<file path="config.mk">
export PLATFORM = sky130hd
export DESIGN_NAME = indexed_double_ended_queue_top
export DESIGN_NICKNAME = d
export VERILOG_FILES = /design/src/rtl/idq_pkg.sv /design/src/rtl/idq_ram.sv /design/src/rtl/indexed_double_ended_queue_top.sv
export SDC_FILE = /design/constraint.sdc
export NUM_CORES = 1
export LEC_CHECK = 0
export ABC_AREA = 1
export ABC_CLOCK_PERIOD_IN_PS = 5800
export BUFFER_PORTS_ARGS = -buffer_cell sky130_fd_sc_hd__buf_4
export CAP_MARGIN = 10
export CORE_MARGIN = 2
export CORE_UTILIZATION = 60
export DETAILED_ROUTE_END_ITERATION = 6
export GPL_ROUTABILITY_DRIVEN = 0
export PLACE_DENSITY = 0.76
export SLEW_MARGIN = 0
export SYNTH_ARGS = -nofsm -noshare
export SYNTH_HDL_FRONTEND = slang
export SYNTH_HIERARCHICAL = 1
export SYNTH_SLANG_ARGS = --single-unit
</file>
<file path="constraint.sdc">
create_clock -name clk -period 5.8 [get_ports clk]
set_input_delay 0 -clock clk [delete_from_list [all_inputs] [get_ports clk]]
set_output_delay 0 -clock clk [all_outputs]
set_load 0.02 [all_outputs]
</file>
<file path="src/rtl/idq_pkg.sv">
`default_nettype none
// ----------------------------------------------------------------------------
// idq_pkg
// Shared constants, request and status codes, and ring arithmetic for the
// indexed double-ended queue.
// ----------------------------------------------------------------------------
package idq_pkg;

    localparam int DEPTH        = 16;
    localparam int HANDLE_WIDTH = 32;

    // Fixed field widths of the request and result items.
    localparam int REQ_W  = 3;
    localparam int ELEM_W = 32;
    localparam int IDX_W  = 17;
    localparam int STAT_W = 2;
    localparam int LEN_W  = 5;

    localparam int POS_W = $clog2(DEPTH);
    localparam int CNT_W = $clog2(DEPTH + 1);

    // Stream packing widths, rounded up to whole bytes.
    localparam int S_DATA_W = ((ELEM_W + 2 * IDX_W + 7) / 8) * 8;
    localparam int M_DATA_W = ((ELEM_W + LEN_W + 7) / 8) * 8;

    localparam logic [REQ_W-1:0] REQ_PUSH_HEAD = 3'd0;
    localparam logic [REQ_W-1:0] REQ_PUSH_TAIL = 3'd1;
    localparam logic [REQ_W-1:0] REQ_POP_HEAD  = 3'd2;
    localparam logic [REQ_W-1:0] REQ_POP_TAIL  = 3'd3;
    localparam logic [REQ_W-1:0] REQ_RANGE     = 3'd4;
    localparam logic [REQ_W-1:0] REQ_READ      = 3'd5;
    localparam logic [REQ_W-1:0] REQ_WRITE     = 3'd6;

    localparam logic [STAT_W-1:0] ST_OK    = 2'd0;
    localparam logic [STAT_W-1:0] ST_EMPTY = 2'd1;
    localparam logic [STAT_W-1:0] ST_FULL  = 2'd2;
    localparam logic [STAT_W-1:0] ST_RANGE = 2'd3;

    // Slot of the element at position off from the head, modulo DEPTH.
    function automatic logic [POS_W-1:0] wrap_add(input logic [POS_W-1:0] front,
                                                  input logic [CNT_W-1:0] off);
        logic [CNT_W:0] sum;
        sum = (CNT_W + 1)'(front) + (CNT_W + 1)'(off);
        if (sum >= (CNT_W + 1)'(DEPTH))
        begin
            sum = sum - (CNT_W + 1)'(DEPTH);
        end
        return sum[POS_W-1:0];
    endfunction

endpackage
`default_nettype wire

</file>
<file path="src/rtl/idq_ram.sv">
`default_nettype none
// ----------------------------------------------------------------------------
// idq_ram
// Generic single-write, single-read synchronous RAM with a registered read.
// ----------------------------------------------------------------------------
module idq_ram #(
    parameter int WIDTH = 32,
    parameter int DEPTH = 16
) (
    input  wire logic                     clk,
    input  wire logic                     we,
    input  wire logic [$clog2(DEPTH)-1:0] waddr,
    input  wire logic [WIDTH-1:0]         wdata,
    input  wire logic                     re,
    input  wire logic [$clog2(DEPTH)-1:0] raddr,
    output logic      [WIDTH-1:0]         rdata
);

    logic [WIDTH-1:0] mem [DEPTH];

    always_ff @(posedge clk)
    begin
        if (we)
        begin
            mem[waddr] <= wdata;
        end
        // Read data holds until the next read is issued.
        if (re)
        begin
            rdata <= mem[raddr];
        end
    end

endmodule
`default_nettype wire

</file>
<file path="src/rtl/indexed_double_ended_queue_top.sv">
`default_nettype none
// ----------------------------------------------------------------------------
// indexed_double_ended_queue_top
// Bounded deque of element handles in a ring RAM, with push and pop at both
// ends, indexed read and overwrite, and range readout.
// ----------------------------------------------------------------------------
// Sequence: a request is accepted in idle, decoded in the decode state, and its
// result is loaded into the output register; pop and read results first pass
// through the registered read port of the ring RAM. A new request is taken only
// once the previous one has finished; a range of k elements streams one element
// per cycle while the output is not stalled.
// Reset: rst_n clears the head pointer, the count and all control state at
// once; the RAM contents stay undefined until pushed or overwritten.
// ----------------------------------------------------------------------------
module indexed_double_ended_queue_top (
    input  wire logic                            clk,
    input  wire logic                            rst_n,
    // Request side.
    input  wire logic                            s_tvalid,
    output logic                                 s_tready,
    // s_tdata fields from bit 0: value[31:0], start_index[48:32],
    // stop_index[65:49], zero fill up to bit 71.
    input  wire logic [idq_pkg::S_DATA_W-1:0]    s_tdata,
    // s_tuser fields from bit 0: req_type[2:0].
    input  wire logic [idq_pkg::REQ_W-1:0]       s_tuser,
    // Result side.
    output logic                                 m_tvalid,
    input  wire logic                            m_tready,
    // m_tdata fields from bit 0: element[31:0], length[36:32], zero fill
    // up to bit 39.
    output logic      [idq_pkg::M_DATA_W-1:0]    m_tdata,
    // m_tuser fields from bit 0: status[1:0].
    output logic      [idq_pkg::STAT_W-1:0]      m_tuser,
    output logic                                 m_tlast
);

    import idq_pkg::*;

    // Controller states.
    localparam logic [1:0] S_IDLE   = 2'd0;
    localparam logic [1:0] S_DECODE = 2'd1;
    localparam logic [1:0] S_HOLD   = 2'd2;
    localparam logic [1:0] S_RANGE  = 2'd3;

    logic [1:0]                state_reg, state_next;

    // Latched request.
    logic [REQ_W-1:0]          req_reg;
    logic [ELEM_W-1:0]         val_reg;
    logic signed [IDX_W-1:0]   a_reg;
    logic signed [IDX_W-1:0]   b_reg;

    // Queue state.
    logic [POS_W-1:0]          front_reg, front_next;
    logic [CNT_W-1:0]          count_reg, count_next;

    // Range walk positions and the result held while the output is busy.
    logic [POS_W-1:0]          cur_reg, cur_next;
    logic [POS_W-1:0]          stop_reg, stop_next;
    logic [STAT_W-1:0]         res_status_reg, res_status_next;
    logic                      res_use_rd_reg, res_use_rd_next;

    // Output register.
    logic                      out_valid_reg, out_valid_next;
    logic [STAT_W-1:0]         out_status_reg;
    logic [ELEM_W-1:0]         out_elem_reg;
    logic [LEN_W-1:0]          out_len_reg;
    logic                      out_last_reg;

    logic                      out_free;
    logic                      out_load;
    logic [STAT_W-1:0]         load_status;
    logic [ELEM_W-1:0]         load_elem;
    logic                      load_last;

    // RAM port signals.
    logic                      ram_we;
    logic [POS_W-1:0]          ram_waddr;
    logic                      ram_re;
    logic [POS_W-1:0]          ram_raddr;
    logic [HANDLE_WIDTH-1:0]   ram_rdata;

    // Index resolution.
    logic signed [IDX_W:0]     n_ext;
    logic signed [IDX_W:0]     a_ext, b_ext;
    logic signed [IDX_W:0]     a_adj, b_adj;
    logic signed [IDX_W:0]     a_clip, b_clip;
    logic                      idx_ok;
    logic                      range_empty;

    logic [STAT_W-1:0]         dec_status;
    logic                      dec_read;
    logic                      dec_range;

    // The only write happens in the decode state and a request that writes does
    // not read; a later request reads only after passing through idle and its
    // own decode, so no forwarding path is needed.
    idq_ram #(
        .WIDTH (HANDLE_WIDTH),
        .DEPTH (DEPTH)
    ) u_store (
        .clk   (clk),
        .we    (ram_we),
        .waddr (ram_waddr),
        .wdata (HANDLE_WIDTH'(val_reg)),
        .re    (ram_re),
        .raddr (ram_raddr),
        .rdata (ram_rdata)
    );

    // A negative index counts back from the tail: add the count first.
    assign n_ext  = $signed({{(IDX_W + 1 - CNT_W){1'b0}}, count_reg});
    assign a_ext  = $signed({a_reg[IDX_W-1], a_reg});
    assign b_ext  = $signed({b_reg[IDX_W-1], b_reg});
    assign a_adj  = a_reg[IDX_W-1] ? a_ext + n_ext : a_ext;
    assign b_adj  = b_reg[IDX_W-1] ? b_ext + n_ext : b_ext;
    assign idx_ok = !a_adj[IDX_W] && (a_adj < n_ext);

    // Range bounds are clipped to the stored elements.
    assign a_clip = a_adj[IDX_W] ? '0 : a_adj;
    assign b_clip = (b_adj >= n_ext) ? n_ext - (IDX_W + 1)'(1) : b_adj;
    assign range_empty = (count_reg == '0) || (a_clip > b_clip);

    // The output register can take a new result when empty or draining.
    assign out_free = !out_valid_reg || m_tready;

    always_comb
    begin
        state_next      = state_reg;
        front_next      = front_reg;
        count_next      = count_reg;
        cur_next        = cur_reg;
        stop_next       = stop_reg;
        res_status_next = res_status_reg;
        res_use_rd_next = res_use_rd_reg;
        ram_we          = 1'b0;
        ram_waddr       = '0;
        ram_re          = 1'b0;
        ram_raddr       = '0;
        out_load        = 1'b0;
        load_status     = ST_OK;
        load_elem       = '0;
        load_last       = 1'b1;
        dec_status      = ST_OK;
        dec_read        = 1'b0;
        dec_range       = 1'b0;

        case (state_reg)
            S_IDLE:
            begin
                if (s_tvalid)
                begin
                    state_next = S_DECODE;
                end
            end

            S_DECODE:
            begin
                case (req_reg)
                    REQ_PUSH_HEAD, REQ_PUSH_TAIL:
                    begin
                        if (count_reg == CNT_W'(DEPTH))
                        begin
                            dec_status = ST_FULL;
                        end
                        else
                        begin
                            ram_we = 1'b1;
                            if (req_reg == REQ_PUSH_HEAD)
                            begin
                                front_next = (front_reg == '0) ?
                                             POS_W'(DEPTH - 1) : front_reg - POS_W'(1);
                                ram_waddr  = front_next;
                            end
                            else
                            begin
                                ram_waddr = wrap_add(front_reg, count_reg);
                            end
                            count_next = count_reg + CNT_W'(1);
                        end
                    end

                    REQ_POP_HEAD, REQ_POP_TAIL:
                    begin
                        if (count_reg == '0)
                        begin
                            dec_status = ST_EMPTY;
                        end
                        else
                        begin
                            ram_re   = 1'b1;
                            dec_read = 1'b1;
                            if (req_reg == REQ_POP_HEAD)
                            begin
                                ram_raddr  = front_reg;
                                front_next = (front_reg == POS_W'(DEPTH - 1)) ?
                                             '0 : front_reg + POS_W'(1);
                            end
                            else
                            begin
                                ram_raddr = wrap_add(front_reg, count_reg - CNT_W'(1));
                            end
                            count_next = count_reg - CNT_W'(1);
                        end
                    end

                    REQ_RANGE:
                    begin
                        if (range_empty)
                        begin
                            dec_status = ST_EMPTY;
                        end
                        else
                        begin
                            cur_next  = a_clip[POS_W-1:0];
                            stop_next = b_clip[POS_W-1:0];
                            ram_re    = 1'b1;
                            ram_raddr = wrap_add(front_reg, CNT_W'(a_clip[POS_W-1:0]));
                            dec_range = 1'b1;
                        end
                    end

                    REQ_READ:
                    begin
                        if (!idx_ok)
                        begin
                            dec_status = ST_RANGE;
                        end
                        else
                        begin
                            ram_re    = 1'b1;
                            ram_raddr = wrap_add(front_reg, CNT_W'(a_adj[POS_W-1:0]));
                            dec_read  = 1'b1;
                        end
                    end

                    REQ_WRITE:
                    begin
                        if (!idx_ok)
                        begin
                            dec_status = ST_RANGE;
                        end
                        else
                        begin
                            ram_we    = 1'b1;
                            ram_waddr = wrap_add(front_reg, CNT_W'(a_adj[POS_W-1:0]));
                        end
                    end

                    default:
                    begin
                        dec_status = ST_OK;
                    end
                endcase

                if (dec_range)
                begin
                    state_next = S_RANGE;
                end
                else if (dec_read)
                begin
                    res_status_next = dec_status;
                    res_use_rd_next = 1'b1;
                    state_next      = S_HOLD;
                end
                else if (out_free)
                begin
                    out_load    = 1'b1;
                    load_status = dec_status;
                    state_next  = S_IDLE;
                end
                else
                begin
                    res_status_next = dec_status;
                    res_use_rd_next = 1'b0;
                    state_next      = S_HOLD;
                end
            end

            S_HOLD:
            begin
                if (out_free)
                begin
                    out_load    = 1'b1;
                    load_status = res_status_reg;
                    load_elem   = res_use_rd_reg ? ELEM_W'(ram_rdata) : '0;
                    state_next  = S_IDLE;
                end
            end

            S_RANGE:
            begin
                // Each accepted element launches the read of the next one.
                if (out_free)
                begin
                    out_load    = 1'b1;
                    load_elem   = ELEM_W'(ram_rdata);
                    load_last   = (cur_reg == stop_reg);
                    if (cur_reg == stop_reg)
                    begin
                        state_next = S_IDLE;
                    end
                    else
                    begin
                        cur_next  = cur_reg + POS_W'(1);
                        ram_re    = 1'b1;
                        ram_raddr = wrap_add(front_reg, CNT_W'(cur_reg) + CNT_W'(1));
                    end
                end
            end

            default:
            begin
                state_next = S_IDLE;
            end
        endcase
    end

    assign out_valid_next = out_load ? 1'b1 : (m_tready ? 1'b0 : out_valid_reg);

    always_ff @(posedge clk or negedge rst_n)
    begin
        if (!rst_n)
        begin
            state_reg      <= S_IDLE;
            front_reg      <= '0;
            count_reg      <= '0;
            out_valid_reg  <= 1'b0;
            res_status_reg <= ST_OK;
            res_use_rd_reg <= 1'b0;
        end
        else
        begin
            state_reg      <= state_next;
            front_reg      <= front_next;
            count_reg      <= count_next;
            out_valid_reg  <= out_valid_next;
            res_status_reg <= res_status_next;
            res_use_rd_reg <= res_use_rd_next;
        end
    end

    // Payload registers carry no reset.
    always_ff @(posedge clk)
    begin
        cur_reg  <= cur_next;
        stop_reg <= stop_next;
        if (s_tvalid && s_tready)
        begin
            req_reg <= s_tuser;
            val_reg <= s_tdata[ELEM_W-1:0];
            a_reg   <= s_tdata[ELEM_W +: IDX_W];
            b_reg   <= s_tdata[ELEM_W + IDX_W +: IDX_W];
        end
        if (out_load)
        begin
            out_status_reg <= load_status;
            out_elem_reg   <= load_elem;
            out_len_reg    <= LEN_W'(count_next);
            out_last_reg   <= load_last;
        end
    end

    // A new request is taken only between requests; a finished result may
    // still be waiting in the output register.
    assign s_tready = (state_reg == S_IDLE);
    assign m_tvalid = out_valid_reg;
    assign m_tuser  = out_status_reg;
    assign m_tlast  = out_last_reg;
    assign m_tdata  = {{(M_DATA_W - ELEM_W - LEN_W){1'b0}}, out_len_reg, out_elem_reg};

`ifndef NO_ASSERTIONS
    // The count never exceeds the ring size.
    assert property (@(posedge clk) disable iff (!rst_n)
        count_reg <= CNT_W'(DEPTH))
        else $error("element count beyond ring depth");

    // A result is never loaded over one that has not been taken.
    assert property (@(posedge clk) disable iff (!rst_n)
        out_load |-> (!out_valid_reg || m_tready))
        else $error("output register overwritten");

    // An accepted request is decoded in the following cycle.
    assert property (@(posedge clk) disable iff (!rst_n)
        (s_tvalid && s_tready) |=> (state_reg == S_DECODE))
        else $error("accepted request not decoded");

    // A range walk never passes its clipped stop.
    assert property (@(posedge clk) disable iff (!rst_n)
        (state_reg == S_RANGE) |-> (cur_reg <= stop_reg && stop_reg < count_reg[POS_W-1:0]
                                    || cur_reg <= stop_reg && count_reg == CNT_W'(DEPTH)))
        else $error("range walk out of bounds");

    // The head pointer stays inside the ring.
    assert property (@(posedge clk) disable iff (!rst_n)
        CNT_W'(front_reg) < CNT_W'(DEPTH))
        else $error("head pointer outside ring");
`endif

endmodule
`default_nettype wire
</file>
Yosys cells after proc, flatten, opt, wreduce, memory -nomap -nowiden

Memories as Yosys holds them, arrays and structs flattened. A register that Yosys moved wholly into a read port is not among the register bits.
Cells that the tools add are included.

Memories kept: 1
Output and inout port bits: 45
Input bits: 79
Logic and storage cells: 178
RAM bits: 512
Flip-flop bits (word level): 132

Memory list:

| name        | words | bits a word | read ports | clocked after memory_dff | wr ports | line          | text |
|---|---|---|---|---|---|---|---|
| u_store.mem | 16    | 32          | 1          | 1                        | 1        | idq_ram.sv:19 | `logic [WIDTH-1:0] mem [DEPTH];` |

Muxes and demuxes: 85
Reductions and logical operators: 23
Add/sub/neg operators: 19
Order comparisons: 8
Bitwise operators: 2
Eq/ne operators: 24

Operators with widths:

| operator              | number |
|---|---|
| $mux W32              | 3 |
| $mux W4               | 24 |
| $pmux W32 S2          | 1 |
| $mux W18              | 3 |
| $add A17 B6 Y18       | 2 |
| $pmux W4 S2           | 4 |
| $mux W2               | 15 |
| $sub A4 B1 Y4 const B | 6 |
| $mux W1               | 21 |
| $ne A2 B2 Y1 const B  | 10 |
| $add A4 B5 Y6         | 3 |
| $ge A18 B6 Y1         | 1 |
| $ge A6 B5 Y1 const B  | 3 |
| $gt A18 B18 Y1        | 1 |
| $lt A18 B6 Y1         | 1 |
| $mux W17              | 1 |
| $pmux W2 S4           | 2 |
| $mux W5               | 3 |
| $pmux W4 S3           | 1 |
| $add A4 B4 Y5         | 2 |
| $ge A5 B5 Y1 const B  | 2 |
| $pmux W5 S2           | 1 |
| $eq A3 B3 Y1 const B  | 3 |
| $add A4 B1 Y4 const B | 2 |
| other kinds (30)      | 46 |

Depth between registers and ports, before layout

Depth after elaboration: 12
Gate-level depth with buffers: 50
Depth with buffers taken out: 46

By module

Netlist, hierarchy kept.

Modules (own cells, without submodules):

| module                         | cells each | area an instance (µm²) | times used |
|---|---|---|---|
| idq_ram                        | 2120       | 23050.9                | 1 |
| indexed_double_ended_queue_top | 926        | 8393.0                 | 1 |

Worst setup path before layout

OpenSTA, ideal clock, no wires.

Path type: register -> register
From: reg count_reg[0]
To: reg out_last_reg (netlist: m_tlast) (enable)
Data required time: 5405 ps
Clock period less this slack: 5053 ps
Slack: 747 ps
Arrival: 4659 ps
Cell stages (with the launch flop): 36
Setup time: 395 ps
Cells stage by stage: dfrtp_1 ha_1 fa_1 nand2_1 nand2_1 o21ai_0 ha_1 nand2_1 nand2_1 nand2_1 nand2_1 nand2_1 o21bai_1 nor2_2 nand3_2 nand2_2 or2_1 buf_4 o21ai_0 ha_1 nand2_1 inv_1 nand2_1 nor2_1 nand2_1 nand4_1 nand2_1 nand2_1 nand2_1 nand2_1 a21oi_1 nand3_4 nand2_4 nor2_4 o21ai_2 inv_1

Word-level cells in the longest chain between the ends: 11
Elaborated cells on any way between the ends: 24
Classes of those cells: 3 x add/sub; 3 x order compare; 14 x mux; 4 x reduce/logical

Ends and longest elaborated chain:

| item                     | line                                  | text |
|---|---|---|
| start: declaration       | indexed_double_ended_queue_top.sv:55  | `logic [CNT_W-1:0] count_reg, count_next;` |
| start signal: assignment | indexed_double_ended_queue_top.sv:336 | `count_reg <= count_next;` |
| $add A17 B6 Y18          | indexed_double_ended_queue_top.sv:116 | `assign b_adj = b_reg[IDX_W-1] ? b_ext + n_ext : b_ext;` |
| $mux W18                 | indexed_double_ended_queue_top.sv:116 |  |
| $ge A18 B6 Y1            | indexed_double_ended_queue_top.sv:121 | `assign b_clip = (b_adj >= n_ext) ? n_ext - (IDX_W + 1)'(1) : b_adj;` |
| $mux W18                 | indexed_double_ended_queue_top.sv:121 |  |
| $gt A18 B18 Y1           | indexed_double_ended_queue_top.sv:122 | `assign range_empty = (count_reg == '0) \|\| (a_clip > b_clip);` |
| $logic_or A1 B1 Y1       | indexed_double_ended_queue_top.sv:122 |  |
| $mux W1                  | indexed_double_ended_queue_top.sv:209 | `if (range_empty)` |
| $mux W1                  | indexed_double_ended_queue_top.sv:159 | `case (req_reg)` |
| $mux W1                  | indexed_double_ended_queue_top.sv:148 | `case (state_reg)` |
| $mux W1 (*)              | indexed_double_ended_queue_top.sv:256 | `if (dec_range)` |
| $pmux W1 S2 (*)          | indexed_double_ended_queue_top.sv:148 |  |
| named net out_load       | indexed_double_ended_queue_top.sv:71  | `logic out_load;` |
| end signal: assignment   | indexed_double_ended_queue_top.sv:360 | `out_last_reg <= load_last;` |
| end: declaration         | indexed_double_ended_queue_top.sv:68  | `logic out_last_reg;` |

Mark *: on every way through the listed nets, which the timed path passes. The rest lies on a longest branch. The select of a mux whose other input is x is not followed.
A chain may end at the register's enable or synchronous reset.

Worst setup path in the final report

From: reg b_reg[0]
To: reg u_store.rdata[9] (read register of u_store.mem), data pin

Word-level cells in the longest chain between the ends: 9
Elaborated cells on any way between the ends: 12
Classes of those cells: 1 x add/sub; 2 x order compare; 8 x mux; 1 x reduce/logical

Ends and longest elaborated chain:

| item                     | line                                  | text |
|---|---|---|
| start: declaration       | indexed_double_ended_queue_top.sv:51  | `logic signed [IDX_W-1:0] b_reg;` |
| start signal: assignment | indexed_double_ended_queue_top.sv:353 | `b_reg <= s_tdata[ELEM_W + IDX_W +: IDX_W];` |
| $add A17 B6 Y18          | indexed_double_ended_queue_top.sv:116 |  |
| $mux W18 (*)             | indexed_double_ended_queue_top.sv:116 |  |
| $ge A18 B6 Y1            | indexed_double_ended_queue_top.sv:121 |  |
| $mux W18 (*)             | indexed_double_ended_queue_top.sv:121 |  |
| $gt A18 B18 Y1 (*)       | indexed_double_ended_queue_top.sv:122 |  |
| $logic_or A1 B1 Y1 (*)   | indexed_double_ended_queue_top.sv:122 |  |
| $mux W4 (*)              | indexed_double_ended_queue_top.sv:209 |  |
| $pmux W4 S3 (*)          | indexed_double_ended_queue_top.sv:159 |  |
| $pmux W4 S2 (*)          | indexed_double_ended_queue_top.sv:148 |  |
| named net ram_raddr[0]   | indexed_double_ended_queue_top.sv:80  | `logic [POS_W-1:0] ram_raddr;` |
| end: declaration         | idq_ram.sv:16                         | `output logic [WIDTH-1:0] rdata` |

Mark *: on every way through the listed nets, which the timed path passes. The rest lies on a longest branch.

==> results.md <==
- Area of the multi-input gates: 0.00871 mm²
- Crit end category: register
- Most flop-heavy register: u_store/mem
- Die Ht: 233 µm
- Hold WC Path Type: in2reg
- Reg clk slew, reported paths: ~60 ps
- Synth area leader: edfxtp_1
- Number of DRC markers in iteration 0: 2,828
- Kind of critical path: reg2reg
- Clk_lat worst skew: 620 ps
- Number of synthesized flops with an enable pin: 661
- Outcome: finished clean
- Clock Path Buffers: 3
- Top sig layer: met4
- DRT met1 WL: 30.8 mm
- Minimum clock period: 5510 ps
- Placed Cells incl. Taps: between 3,000 and 4,000
- Top cells by count, synth: nand2_1 (909), edfxtp_1 (661), inv_1 (504)
- WL met3: slightly below 8 mm
- Finished Core Util: a little over two thirds
- Crit share post-route: 94.9%
- NetSw: 5.58 mW
- Overall routing resource usage: 28.6%
- CTS Root Cell: clkbuf_16
- DRC viols: 0
- # diodes: 0
- Number of global-route vias before repair: 21,900
- Most used cell, CP: nand2_1
- CTS tree: built
- Synth cell types: 55
- Synthesized flop and latch total: 676
- YS warnings: 6
- # IOs: 124
- Crit path required time: between 6000 and 7000 ps
- Final slew viol count: 0
- Non-Filler Instances: 3,993
- Most numerous cell in the Yosys netlist: nand2_1
- Crit path launch type: register
- # rows: 83
- Cell-internal power: 10.2 mW
- Syn-to-layout area delta: 16.2%
- Synth top area share: 63.1%
- Largest net degree at the start of global routing: 97
- Initial antenna violation count: 0
- Ys flop type: edfxtp_1
- Core ar.: approximately 0.052 mm²
- Mapped Area: approximately 0.031 mm²
- Buffers on Ports: ~110
- Max cap viols: 0
- Clk pwr share: 26.4%
- Crit-path slowest cell: edfxtp_1
- Fillers: 3,483
- Vias: 22,600
- Switching Fraction: 35.5%
- Die Area: 0.0543 mm²
- WL final: 78.9 mm
- Register area: between 0.02 and 0.025 mm²
- Die X: 233 µm
- Final hold vios: 0
- Total gr overflow: 0
- Initial Utilization: around three fifths
- Post-synthesis cell count: 3,046
- Seq pwr share: roughly two fifths
- Wire length on met2: 37.9 mm
- Maximum fanout along the worst path: 33
- Mean number of vias per cell: 5.66
- Combinational group share of total power: 32.4%
- Setup Viol. Count Final: 0
- Synth area leaders: edfxtp_1 (63%), nand2_1 (11%), nand3_1 (6.9%)
- Skew final: 25.9 ps
- Worst slew pin tran: between 800 and 900 ps
- Inserted Clock Buffers: 70
- WL/cell: 19.8 µm
- Share of cells above drive strength 1: 11.1%
- DRT antenna net count: 0
- Max FFs per register: 512
- Async SR Flop Fraction: 2.22%
- Max VDD drop: 0.295 mV
- Sink Count: approximately 680
- Synth Area per Inst: 10.3 µm²
- Rel. slew slack: 42.6%
- Pre-antenna DRT Iters: 6
- Detailed placement HPWL: 43.4 mm
- Crit-path max cell delay: 400 ps
- Critical Path AT: 5870 ps
- Sequential area share after synthesis: 64.3%
- PwrDens: roughly 430 mW/mm²
- First-pass GRT wire length: roughly 120 mm
- Leakage Power: 15.5 nW
- # nets final: around 3,400
- Number of H-tree levels: 3
- Max Fclk: approximately 0.18 GHz
worst max-delay path, delay by kind of cell (launching register included):
kind | cells | cell delay [ps]
and+or+nand+nor | 27 | 2430
adders and majority gates | 4 | 1150
DFF | 1 | 400
xor gates and xnor gates | 1 | 150
buffers and inverters | 4 | 540
AOI/OAI and AO/OA | 4 | 570
power groups by stage:
stage	Clock [mW]	Sequential, mW	Combinational (mW)
global route	4.39	6.53	5.57
floorplan	0	6.55	3.21
global placement	0	6.55	4.59
detailed placement	0	6.57	4.75
CTS	4.20	6.47	4.84
finish	4.15	6.48	5.10
logic make-up (layout without fill, tap and decap cells):
family	Yosys count	in the layout	share of synthesized area [%]
other	1	3	0.0119
DFF	676	676	64.3
AOI/OAI and AO/OA	114	114	2.07
muxes	1	1	0.0318
and+or+nand+nor	1513	1514	21.0
adders and majority gates	70	70	2.95
buffers and inverters	640	904	8.74
xor gates and xnor gates	31	31	0.863
through the flow:
| step | hold WS [ps] | power (mW) | instance area [µm²] | TNS, ps | setup slack (ps) |
|---|---|---|---|---|---|
| CTS | 70.8 | 15.5 | 36200 | 0 | 57.1 |
| floorplan | -296 | 9.76 | 31500 | 0 | 747 |
| global route | 95.3 | 16.5 | 36500 | -276 | -60.1 |
| global placement | -123 | 11.1 | 33300 | 0 | 152 |
| finish | 104 | 15.7 | 36500 | 0 | 295 |
| detailed placement | -122 | 11.3 | 33300 | -234 | -64.5 |
per-layer routing:
| layer | global-route usage [%] | up-vias |
|---|---|---|
| met5 | 0 | - |
| li1 | - | 10400 |
| met1 | 38.3 | 10700 |
| met2 | 47.1 | 1232 |
| met3 | 4.66 | 217 |
| met4 | 11.6 | 0 |
placed cells by master, fill, tap and decap left out, drive strengths merged, types with 7 or more instances in the layout:
cell type | Yosys | layout
clkinv | 3 | 40
xor2 | 19 | 19
nand2 | 918 | 919
clkbuf | 27 | 92
nand3 | 440 | 440
dfrtp | 15 | 15
nor3 | 17 | 17
a21oi | 36 | 36
edfxtp | 661 | 661
ha | 63 | 63
nor2 | 79 | 79
dlygate4sd3 | 0 | 73
inv | 510 | 511
nand4 | 16 | 16
buf | 100 | 187
nor3b | 33 | 33
xnor2 | 12 | 12
o21ai | 57 | 57
fa | 7 | 7
path summary, 6_finish.rpt:
check / from / end / slack, ps / depth (start not counted)
max in group asynchronous: rst_n / count_reg[3] / 4740 / 3
setup reg to reg: b_reg[0] / u_store/rdata[9] / 290 / 40
min in group asynchronous: rst_n / state_reg[0] / 560 / 3
setup / recovery: b_reg[0] / u_store/rdata[9] / 290 / 40
hold / removal: s_tdata[17] / val_reg[17] / 100 / 2
hold reg to reg: res_status_reg[1] / res_status_reg[1] / 500 / 2
area by class of cell:
type,count,share of cell area [%]
Tap cell,680,2.33
Multi-Input combinational cell,1733,23.8
Inverter,513,5.37
Sequential cell,676,55.4
Timing Repair Buffer,265,7.25
Clock buffer,87,5.11
Timing Repair inverter,1,0.0308
Clock inverter,38,0.709
repair_timing:
item | CTS | global route
buffers inserted | 0 | 9
gates resized for setup | 1 | 28
setup endpoints to repair | 27 | 46
pin swaps | 0 | 4
gates cloned | 0 | 7
hold endpoints to repair | 87 | 0
hold buffers | 73 | 0
Note: power is estimated with default switching activity, not from simulation.
